`config.mk`:
```
export PLATFORM = sky130hd
export DESIGN_NAME = sao_edge_offset_filter_unit
export DESIGN_NICKNAME = d
export VERILOG_FILES = /design/src/rtl/sao_eo_pkg.sv /design/src/rtl/sao_eo_regs.sv /design/src/rtl/sao_eo_calc.sv /design/src/rtl/sao_edge_offset_filter_unit.sv
export SDC_FILE = /design/constraint.sdc
export NUM_CORES = 1
export LEC_CHECK = 0
export ABC_AREA = 1
export BUFFER_PORTS_ARGS = -buffer_cell sky130_fd_sc_hd__buf_2
export CORE_ASPECT_RATIO = 1.1
export CORE_MARGIN = 2
export CORE_UTILIZATION = 30
export DETAILED_ROUTE_END_ITERATION = 6
export PLACE_DENSITY_LB_ADDON = 0.15
export SLEW_MARGIN = 40
export SYNTH_ARGS = -nofsm -noshare
export SYNTH_HDL_FRONTEND = slang
export SYNTH_HIERARCHICAL = 1
export SYNTH_SLANG_ARGS = --single-unit
```
`constraint.sdc`:
```
create_clock -name clk -period 8.6 [get_ports clk]
set_clock_uncertainty 0.1 [all_clocks]
set_input_delay 0 -clock clk [delete_from_list [all_inputs] [get_ports clk]]
set_output_delay 0 -clock clk [all_outputs]
set_load 0.02 [all_outputs]
```
`src/rtl/sao_eo_pkg.sv`:
```
// Shared types and constants for the SAO edge-offset filter.
// Used by sao_eo_regs, sao_eo_calc and sao_edge_offset_filter_unit.
// No dependencies.

package sao_eo_pkg;

	localparam int MAX_BLOCK_SIZE = 128;
	localparam int MAX_PIXEL_BITS = 12;

	localparam int PIX_W      = 12;
	localparam int POS_W      = 7;
	localparam int CAT_W      = 3;
	localparam int CFG_IDX_W  = 3;
	localparam int CFG_DATA_W = 40;
	localparam int OFS_W      = 8;

	// Configuration register indexes
	typedef enum logic [CFG_IDX_W-1:0] {
		REG_EO_CLASS       = 3'd0,
		REG_OFFSET_TABLE   = 3'd1,
		REG_SAMPLE_BITS    = 3'd2,
		REG_NEIGHBOR_AVAIL = 3'd3,
		REG_BLOCK_WIDTH    = 3'd4,
		REG_BLOCK_HEIGHT   = 3'd5
	} cfg_reg_t;

	// Edge direction codes
	typedef enum logic [1:0] {
		EO_HOR  = 2'd0,
		EO_VER  = 2'd1,
		EO_D135 = 2'd2,
		EO_D45  = 2'd3
	} eo_class_t;

	// Neighbor availability bit positions
	localparam int AV_LEFT  = 0;
	localparam int AV_RIGHT = 1;
	localparam int AV_UP    = 2;
	localparam int AV_DOWN  = 3;

	typedef struct packed {
		eo_class_t              eo_class;
		logic [CFG_DATA_W-1:0]  offset_table;
		logic [3:0]             sample_bits;
		logic [3:0]             neighbor_avail;
		logic [7:0]             block_width;
		logic [7:0]             block_height;
	} cfg_t;

	typedef struct packed {
		logic [POS_W-1:0] row;
		logic [POS_W-1:0] col;
		logic [PIX_W-1:0] center_pixel;
		logic [PIX_W-1:0] up_pixel;
		logic [PIX_W-1:0] down_pixel;
		logic [PIX_W-1:0] left_pixel;
		logic [PIX_W-1:0] right_pixel;
		logic [PIX_W-1:0] up_left_pixel;
		logic [PIX_W-1:0] up_right_pixel;
		logic [PIX_W-1:0] down_left_pixel;
		logic [PIX_W-1:0] down_right_pixel;
	} pix_in_t;

	typedef struct packed {
		logic [PIX_W-1:0] out_pixel;
		logic [CAT_W-1:0] edge_category;
		logic             filtered;
	} res_t;

endpackage

```
`src/rtl/sao_eo_regs.sv`:
```
// Configuration register file of the SAO edge-offset filter.
// Depends on sao_eo_pkg for register indexes and the cfg_t layout.

module sao_eo_regs (
	input  logic                                clk,
	input  logic                                arst_n,
	input  logic                                cfg_valid,
	output logic                                cfg_ready,
	input  logic [sao_eo_pkg::CFG_IDX_W-1:0]    cfg_index,
	input  logic [sao_eo_pkg::CFG_DATA_W-1:0]   cfg_data,
	output sao_eo_pkg::cfg_t                    cfg
);

	sao_eo_pkg::cfg_t cfg_q;

	assign cfg_ready = 1'b1;
	assign cfg       = cfg_q;

	always_ff @(posedge clk or negedge arst_n) begin
		if (!arst_n) begin
			cfg_q.eo_class       <= sao_eo_pkg::EO_HOR;
			cfg_q.offset_table   <= '0;
			cfg_q.sample_bits    <= 4'd8;
			cfg_q.neighbor_avail <= '0;
			cfg_q.block_width    <= 8'd64;
			cfg_q.block_height   <= 8'd64;
		end else if (cfg_valid && cfg_ready) begin
			unique case (cfg_index)
				sao_eo_pkg::REG_EO_CLASS:
					cfg_q.eo_class <= sao_eo_pkg::eo_class_t'(cfg_data[1:0]);
				sao_eo_pkg::REG_OFFSET_TABLE:   cfg_q.offset_table   <= cfg_data;
				sao_eo_pkg::REG_SAMPLE_BITS:    cfg_q.sample_bits    <= cfg_data[3:0];
				sao_eo_pkg::REG_NEIGHBOR_AVAIL: cfg_q.neighbor_avail <= cfg_data[3:0];
				sao_eo_pkg::REG_BLOCK_WIDTH:    cfg_q.block_width    <= cfg_data[7:0];
				sao_eo_pkg::REG_BLOCK_HEIGHT:   cfg_q.block_height   <= cfg_data[7:0];
				default: ;  // writes beyond the register list are dropped
			endcase
		end
	end

endmodule

```
`src/rtl/sao_eo_calc.sv`:
```
// Single-pass edge-offset computation: range check, category, offset add, clip.
// Purely combinational; depends on sao_eo_pkg for cfg_t, pix_in_t and res_t.

module sao_eo_calc (
	input  sao_eo_pkg::cfg_t     cfg,
	input  sao_eo_pkg::pix_in_t  pix,
	output sao_eo_pkg::res_t     res
);

	localparam logic [7:0] MAX_BLK = 8'(sao_eo_pkg::MAX_BLOCK_SIZE);
	localparam logic [3:0] MAX_BD  = 4'(sao_eo_pkg::MAX_PIXEL_BITS);

	logic [7:0]                      w, h, col_p1, row_p1;
	logic [3:0]                      bd;
	logic                            col_ok, row_ok, in_block, ok;
	logic [sao_eo_pkg::PIX_W-1:0]    a, b, c;
	logic                            gt_a, lt_a, gt_b, lt_b;
	logic [sao_eo_pkg::CAT_W-1:0]    idx;
	logic [sao_eo_pkg::OFS_W-1:0]    ofs;
	logic [sao_eo_pkg::PIX_W:0]      maxv_w;
	logic [sao_eo_pkg::PIX_W-1:0]    maxv;
	logic signed [sao_eo_pkg::PIX_W+1:0] sum;

	always_comb begin
		w  = (cfg.block_width  > MAX_BLK) ? MAX_BLK : cfg.block_width;
		h  = (cfg.block_height > MAX_BLK) ? MAX_BLK : cfg.block_height;
		bd = (cfg.sample_bits > MAX_BD) ? MAX_BD : cfg.sample_bits;

		col_p1 = {1'b0, pix.col} + 8'd1;
		row_p1 = {1'b0, pix.row} + 8'd1;
		col_ok = ((pix.col != '0) || cfg.neighbor_avail[sao_eo_pkg::AV_LEFT]) &&
		         ((col_p1 != w)   || cfg.neighbor_avail[sao_eo_pkg::AV_RIGHT]);
		row_ok = ((pix.row != '0) || cfg.neighbor_avail[sao_eo_pkg::AV_UP]) &&
		         ((row_p1 != h)   || cfg.neighbor_avail[sao_eo_pkg::AV_DOWN]);
		in_block = ({1'b0, pix.row} < h) && ({1'b0, pix.col} < w);

		c = pix.center_pixel;
		unique case (cfg.eo_class)
			sao_eo_pkg::EO_HOR: begin
				a  = pix.left_pixel;
				b  = pix.right_pixel;
				ok = in_block && col_ok;
			end
			sao_eo_pkg::EO_VER: begin
				a  = pix.up_pixel;
				b  = pix.down_pixel;
				ok = in_block && row_ok;
			end
			sao_eo_pkg::EO_D135: begin
				a  = pix.up_left_pixel;
				b  = pix.down_right_pixel;
				ok = in_block && col_ok && row_ok;
			end
			default: begin
				a  = pix.up_right_pixel;
				b  = pix.down_left_pixel;
				ok = in_block && col_ok && row_ok;
			end
		endcase

		gt_a = c > a;
		lt_a = c < a;
		gt_b = c > b;
		lt_b = c < b;
		// category + 2; wraps mod 8 on the way but always lands in 0..4
		idx = 3'd2 + {2'b00, gt_a} - {2'b00, lt_a} + {2'b00, gt_b} - {2'b00, lt_b};

		case (idx)
			3'd0:    ofs = cfg.offset_table[7:0];
			3'd1:    ofs = cfg.offset_table[15:8];
			3'd2:    ofs = cfg.offset_table[23:16];
			3'd3:    ofs = cfg.offset_table[31:24];
			3'd4:    ofs = cfg.offset_table[39:32];
			default: ofs = '0;
		endcase

		maxv_w = ((sao_eo_pkg::PIX_W+1)'(1) << bd) - (sao_eo_pkg::PIX_W+1)'(1);
		maxv   = maxv_w[sao_eo_pkg::PIX_W-1:0];

		sum = $signed({2'b00, c}) + (sao_eo_pkg::PIX_W+2)'($signed(ofs));

		if (!ok) begin
			res.out_pixel     = c;
			res.edge_category = '0;
			res.filtered      = 1'b0;
		end else begin
			if (sum < 0)
				res.out_pixel = '0;
			else if (sum[sao_eo_pkg::PIX_W:0] > {1'b0, maxv})
				res.out_pixel = maxv;
			else
				res.out_pixel = sum[sao_eo_pkg::PIX_W-1:0];
			res.edge_category = idx;
			res.filtered      = 1'b1;
		end
	end

endmodule

```
`src/rtl/sao_edge_offset_filter_unit.sv`:
```
// Top level of the SAO edge-offset filter: input register, compute, result register.
// Depends on sao_eo_pkg, sao_eo_regs and sao_eo_calc.
//
// Usage:
//   Input channel (in_valid / in_stall): one request per pixel carries its row and
//   column inside the block, the center sample and its eight neighbors.
//   Output channel (out_valid / out_stall): one request per pixel with the
//   filtered sample, the offset index used and the filtered flag.
//   A request moves when valid is high and stall is low at a rising edge.
//   Configuration channel (cfg_valid / cfg_ready, cfg_index, cfg_data): cfg_ready
//   is always high; write only while no pixel is in flight. Unknown indexes
//   are dropped.
// Path: an accepted request is held in the input register, computed combinationally,
//   and then registered in the result register that drives the outputs.
// Throughput: one pixel per cycle when the receiver does not stall, set by the two
//   register stages; every pixel is independent of the others.
// Stall: when the receiver stalls, the result register holds; an empty input
//   register still takes one more pixel, after which in_stall rises.
// Reset (arst_n low): pipeline empties, registers return to horizontal class,
//   zero offsets, bit depth 8, no neighbors available, 64x64 block.

module sao_edge_offset_filter_unit (
	input  logic                                clk,
	input  logic                                arst_n,

	input  logic                                cfg_valid,
	output logic                                cfg_ready,
	input  logic [sao_eo_pkg::CFG_IDX_W-1:0]    cfg_index,
	input  logic [sao_eo_pkg::CFG_DATA_W-1:0]   cfg_data,

	input  logic                                in_valid,
	output logic                                in_stall,
	input  logic [sao_eo_pkg::POS_W-1:0]        row,
	input  logic [sao_eo_pkg::POS_W-1:0]        col,
	input  logic [sao_eo_pkg::PIX_W-1:0]        center_pixel,
	input  logic [sao_eo_pkg::PIX_W-1:0]        up_pixel,
	input  logic [sao_eo_pkg::PIX_W-1:0]        down_pixel,
	input  logic [sao_eo_pkg::PIX_W-1:0]        left_pixel,
	input  logic [sao_eo_pkg::PIX_W-1:0]        right_pixel,
	input  logic [sao_eo_pkg::PIX_W-1:0]        up_left_pixel,
	input  logic [sao_eo_pkg::PIX_W-1:0]        up_right_pixel,
	input  logic [sao_eo_pkg::PIX_W-1:0]        down_left_pixel,
	input  logic [sao_eo_pkg::PIX_W-1:0]        down_right_pixel,

	output logic                                out_valid,
	input  logic                                out_stall,
	output logic [sao_eo_pkg::PIX_W-1:0]        out_pixel,
	output logic [sao_eo_pkg::CAT_W-1:0]        edge_category,
	output logic                                filtered
);

	sao_eo_pkg::cfg_t     cfg;
	sao_eo_pkg::pix_in_t  pix_in;
	sao_eo_pkg::pix_in_t  pix_s1;
	sao_eo_pkg::res_t     res_calc;
	sao_eo_pkg::res_t     res_s2;
	logic                 valid_s1, valid_s2;
	logic                 adv_s1, adv_s2;

	sao_eo_regs u_regs (
		.clk       (clk),
		.arst_n    (arst_n),
		.cfg_valid (cfg_valid),
		.cfg_ready (cfg_ready),
		.cfg_index (cfg_index),
		.cfg_data  (cfg_data),
		.cfg       (cfg)
	);

	// Gather the input ports into one request word
	always_comb begin
		pix_in.row              = row;
		pix_in.col              = col;
		pix_in.center_pixel     = center_pixel;
		pix_in.up_pixel         = up_pixel;
		pix_in.down_pixel       = down_pixel;
		pix_in.left_pixel       = left_pixel;
		pix_in.right_pixel      = right_pixel;
		pix_in.up_left_pixel    = up_left_pixel;
		pix_in.up_right_pixel   = up_right_pixel;
		pix_in.down_left_pixel  = down_left_pixel;
		pix_in.down_right_pixel = down_right_pixel;
	end

	// Result stage advances when empty or drained this cycle; input stage
	// advances when empty or when its content moves on to the result stage.
	assign adv_s2   = !valid_s2 || !out_stall;
	assign adv_s1   = !valid_s1 || adv_s2;
	assign in_stall = !adv_s1;

	always_ff @(posedge clk or negedge arst_n) begin
		if (!arst_n) begin
			valid_s1 <= 1'b0;
			valid_s2 <= 1'b0;
		end else begin
			if (adv_s1)
				valid_s1 <= in_valid;
			if (adv_s2)
				valid_s2 <= valid_s1;
		end
	end

	// Payload: hold while the stage cannot advance
	always_ff @(posedge clk) begin
		if (adv_s1 && in_valid)
			pix_s1 <= pix_in;
		if (adv_s2 && valid_s1)
			res_s2 <= res_calc;
	end

	sao_eo_calc u_calc (
		.cfg (cfg),
		.pix (pix_s1),
		.res (res_calc)
	);

	assign out_valid     = valid_s2;
	assign out_pixel     = res_s2.out_pixel;
	assign edge_category = res_s2.edge_category;
	assign filtered      = res_s2.filtered;

`ifndef SYNTHESIS
	// Input backs up only when both stages are full and the receiver stalls
	a_stall_only_full: assert property (@(posedge clk) disable iff (!arst_n)
		in_stall |-> (valid_s1 && valid_s2 && out_stall))
		else $error("in_stall raised with room in the pipeline");

	// A pixel in the input stage reaches the outputs next cycle when not stalled
	a_s1_moves: assert property (@(posedge clk) disable iff (!arst_n)
		(valid_s1 && !out_stall) |=> out_valid)
		else $error("input stage content lost or delayed");

	// Unfiltered pixels report category index zero
	a_unfilt_cat: assert property (@(posedge clk) disable iff (!arst_n)
		(out_valid && !filtered) |-> (edge_category == '0))
		else $error("nonzero category on unfiltered pixel");

	// Category index never leaves the five-entry offset table
	a_cat_range: assert property (@(posedge clk) disable iff (!arst_n)
		out_valid |-> (edge_category <= 3'd4))
		else $error("category index out of range");
`endif

endmodule

```
; After elaboration in Yosys (flattened, before gate mapping)
; Cells that the tools add are included.
[totals]
inputBits = 170
ff_bits = 206
output_inout_bits = 19
word_cells = 94
[classes]
n_eq_ne = 13
add_sub_neg = 8
mux = 10
shift = 1
n_reduce_logical = 29
n_lt_le_gt_ge = 11
[ops]
columns = operator, count
row1 = case mux 12 bit (3 select lines), 2
row2 = case mux 8 bit (5 select lines), 1
row3 = greater-than comparator 12 bit, 2
row4 = < comparator 12 bit, 2
row5 = 2-to-1 mux 12 bit, 2
row6 = "adder 7 x 1 -> 8 bit, second input constant", 2
row7 = "greater-than comparator 8 bit, second input constant", 2
row8 = < comparator 7 x 8 -> 1 bit, 2
row9 = 2-to-1 mux 16 bit, 1
row10 = 2-to-1 mux 8 bit, 2
row11 = != test 8 bit, 2
row12 = adder 13 x 8 -> 14 bit, 1
row13 = "< comparator 14 x 1 -> 1 bit, second input constant", 1
row14 = nonzero test 7 bit, 2
row15 = greater-than comparator 13 x 12 -> 1 bit, 1
row16 = "== test 3 x 2 -> 1 bit, second input constant", 4
row17 = AND reduction 2 bit, 6
row18 = "left shift 1 x 4 -> 12 bit, first input constant", 1
row19 = "subtractor 12 x 2 -> 12 bit, second input constant", 1
row20 = "== test 3 bit, second input constant", 3
row21 = logical AND 1 bit, 8
row22 = "== test 3 x 1 -> 1 bit, second input constant", 2
row23 = logical NOT 3 bit, 2
row24 = logical OR 1 bit, 6
row25 = 10 further kinds, 14

; Depth between registers and ports, before layout
[depth]
ltp_word = 14
mapped_depth = 48
mapped_depth_nobuf = 45

; Cells and area by module
; The synthesis kept the hierarchy.
[by_module_without_submodules]
columns = module, cells_per_inst, area_each_um2, n_inst, seq_area_each_um2
row1 = sao_edge_offset_filter_unit, 150, 4239.1, 1, 4194.0
row2 = sao_eo_calc, 743, 4021.4, 1, 0.0
row3 = sao_eo_regs, 299, 2633.8, 1, 1655.3

; Worst setup path after synthesis
; No wires, ideal clock.
[synth_path]
path_kind = reg-to-reg
from = register u_regs.cfg_q, in the netlist u_regs/cfg[64]
to = register res_s2, in the netlist out_pixel[1], data pin
t_required_ns = 8.370
n_path_buf = 3
t_arrival_ns = 6.772
setup_slack_ns = 1.599
setup_time_ns = 0.130
stages_incl_launch_ff = 43
period_less_slack_ns = 7.001
cell_sequence = dfrtp_1 -> clkbuf_1 -> inv_1 -> nor2_1 -> clkbuf_1 -> nand2_1 -> nand3_1 -> o21ai_0 -> ha_1 -> inv_1 -> nor2_1 -> o21bai_1 -> nand2_1 -> a2111oi_0 -> fa_1 -> inv_1 -> ha_1 -> ha_1 -> [... 7 more ...] -> nand2_1 -> a21o_1 -> a21oi_1 -> xnor2_1 -> ha_1 -> a21oi_1 -> o21a_1 -> nand2_1 -> nand2_1 -> nand2_1 -> nand2_1 -> nand2_1 -> nand2_1 -> clkbuf_1 -> nand3_1 -> nand2_1 -> nand3_1 -> nand2_1
[synth_rtl]
columns = item, line
row1 = from (decl), sao_eo_regs.sv:14  ; sao_eo_pkg::cfg_t cfg_q;
row2 = to (signal assigned), sao_edge_offset_filter_unit.sv:108  ; res_s2 <= res_calc;
row3 = to (decl), sao_edge_offset_filter_unit.sv:56  ; sao_eo_pkg::res_t res_s2;

==> summary.md <==
| Metric | Value |
|---|---|
| CP Capture Type | flop |
| Critical Path RT | 8770 ps |
| Final Routed Wirelength | 32490 um |
| P_sw | 2135 uW |
| # diodes | 0 |
| Most used DFF post-synth | edfxtp_1 |
| Crit-path max FO | 24 |
| Drt pass-1 iters | 5 |
| Overflow after GRT | 0 |
| Initial Util | 30.27% |
| RSZ-0062 raised after global routing | no |
| FF-to-FF setup slack | 800 ps |
| Syn Nets | 1435 |
| First-pass GRT wire length | 51000 um |
| Critical path startpoint category | flop |
| Gr usage total | 17.13% |
| Most instantiated library cell after synthesis | nand2_1 |
| Layout area overhead | 40.31% |
| Status | finished clean |
| Post-synth top cells | 396 x nand2_1, 147 x nand3_1, 138 x edfxtp_1 |
| Reg2reg end | out_pixel[0] |
| Final setup fails | 0 |
| Crit path kind | reg2reg |
| Largest net degree at the start of global routing | 80 |
| Peak VDD IR | 0.0002235 V |
| Leakage | 0.006990 uW |
| Clock Power Share | 21.7% |
| Final hold slack | 30.99 ps |
| Worst path slowest cell | dfrtp_1 |
| Postcts setup bufs | 0 |
| Routed len/inst | 15.54 um |
| Port buffer count | 187 |
| Share of the synthesized area in the top cell type | 38.04% |
| Die X | 185.7 um |
| Post-route ant nets | 0 |
| Top post-synthesis cells by area | edfxtp_1 38%, dfrtp_1 15%, nand2_1 14% |
| Io pins | 189 |
| Via density | 4.551 |
| Yosys warns | 6 |
| F_max | 128.3 MHz |
| Setup WS post-layout | 803.2 ps |
| Synthesized area | 0.01089 mm2 |
| Hold Crit Class | in2async |
| Rel. slew slack | 50.34% |
| Initial antenna violation count | 0 |
| Maxcap violations | 0 |
| CTS Buf Count | 25 |
| H-tree levels | 1 |
| Final hold vios | 0 |
| Tcrit/Tclk final | 90.66% |
| Reg power frac | 26.6% |
| CTS tree | yes |
| CP dominant cell by count | nand2_1 |
| Post-synth cell types | 46 |
| Layout cells sized above 1 | 16.40% |
| Seq cells post-synth | 206 |
| Power density over the cells | 321.0 mW/mm2 |
| Total negative setup slack | 0 ps |
| Total power | 4908 uW |
| Crit-path max cell delay | 600 ps |
| Clock Latency Late Sink | 530 ps |
| Die height | 203.9 um |
| Worst slack at placement | 603.5 ps |
| Crit path DAT | 7970 ps |
| Combinational power share | 51.7% |
| Number of synthesized flops with an enable pin | 138 |
| Post-DP HPWL | 22480 um |
| Clock Tree Buf Depth | 3 |
| Clock root buffer master | clkbuf_16 |
| Synthesized instance count | 1192 |
| Core area | 0.03599 mm2 |
| DR vias | 9516 |
| Worst r2r src | u_regs/cfg[64] |
| FP Rows | 73 |
| Switching share of power | 43.50% |
| Clock Sinks | 206 |
| Die area | 0.03786 mm2 |
| Worst Tran Pin Value | 745.0 ps |
| Syn avg cell area | 9.139 um2 |
| Worst Reg-to-Reg Cells | 37 |
| Nets | 1832 |
| Vias in the first global route | 9693 |
| Post-synthesis sequential area ratio | 53.69% |
| Slew Limit Fails | 0 |
| 1st-iter DRT viols | 511 |
| Power Internal | 2773 uW |
| Register clock-pin slew on the reported worst setup and hold paths | 60 ps |
| Post-synth ARST share | 33.01% |
| # DRC | 0 |
| Layout fillers | 3571 |
| Cell taking the most area after synthesis | edfxtp_1 |
| Final min period | 7797 ps |
| Post-route design area | 0.01529 mm2 |
| Area after DPL | 0.01236 mm2 |
| Routability cong. | 0.8642 |
==> per-layer routing <==
metal  up-vias  share of wire, %  global-route usage (%)  routed length [um]
li1       4803                 -                       -                   -
met1      4388                45                   22.32               14540
met2       267                47                   29.00               15420
met3        58               4.9                   2.726                1599
met4         0               2.9                   5.540                 931
met5         -                 0                       0                   0
==> logic make-up after synthesis <==
logic type / after synthesis / synth area share (%)
XOR/XNOR: 21 / 1.861
buffers and inverters: 139 / 5.272
AND/OR/NAND/NOR: 641 / 24.88
other: 1 / 0.03442
flip-flops: 206 / 53.69
AO/OA/AOI/OAI: 111 / 5.743
adder cells (fa/ha/maj): 73 / 8.522
==> state kept, by name, indices dropped and copies added (netlist names) <==
name / cells
pix_s1: 122
u_regs/cfg: 66
out_pixel: 12
edge_category: 3
filtered: 1
out_valid: 1
valid_s1: 1
==> cell usage in the layout (no fill, tap or decap), types with 7 or more instances in the layout <==
| cell type | n |
|---|---|
| o21ai_0 | 55 |
| buf_4 | 9 |
| nand4_1 | 9 |
| nand2_1 | 396 |
| dfrtp_1 | 65 |
| dlygate4sd3_1 | 209 |
| a21oi_1 | 31 |
| a221oi_1 | 9 |
| xor2_1 | 10 |
| xnor2_1 | 9 |
| nor3_1 | 8 |
| buf_2 | 187 |
| inv_2 | 7 |
| edfxtp_1 | 138 |
| nand3_1 | 147 |
| inv_1 | 92 |
| ha_1 | 71 |
| nor2_1 | 60 |
| clkbuf_16 | 26 |
==> critical path, delay by kind of cell, from the launching register on <==
kind	cells	cell delay, ps
compound gates	7	1710
xor+xnor	1	170
flops	1	600
simple gates	18	2350
fa+ha+maj	7	2140
buf+inv	4	460
==> power groups by stage <==
stage / logic (uW) / registers, uW / clock network [uW]
3_3_place_gp: 2430 / 1330 / 0
5_1_grt: 2900 / 1320 / 1140
3_5_place_dp: 2470 / 1330 / 0
6_report: 2540 / 1310 / 1060
4_1_cts: 2540 / 1310 / 1100
2_1_floorplan: 1880 / 1320 / 0
==> metrics by stage <==
step / utilization (%) / instances
finish: 42.48 / 2091
global route: 42.48 / 2091
detailed placement: 34.34 / 1839
global placement: 34.30 / 1839
CTS: 42.39 / 2090
floorplan: - / 1192
==> worst max path at each step <==
stage                         from            to  slack, ps
floorplan           u_regs/cfg[64]  out_pixel[1]       1600
global placement    u_regs/cfg[64]  out_pixel[0]        780
CTS                 u_regs/cfg[64]  out_pixel[0]        590
finish              u_regs/cfg[64]  out_pixel[0]        800
detailed placement  u_regs/cfg[64]  out_pixel[0]        600
global route        u_regs/cfg[64]  out_pixel[7]         60
==> layout make-up <==
cell class,instances,area [um2],area share (%)
Sequential cell,206,5849,38.27
Multi-Input combinational cell,847,4493,29.39
Timing Repair Buffer,408,3143,20.56
Clock buffer,30,644.4,4.215
Tap cell,487,609.3,3.986
Inverter,101,384.1,2.513
Clock inverter,12,162.7,1.064
==> what timing repair did <==
action	CTS	global route
setup endpoints to repair	0	11
gates resized for setup	0	1
hold buffers	209	0
endpoints found under the hold margin	274	0
Power figures use the tool's default switching activity.
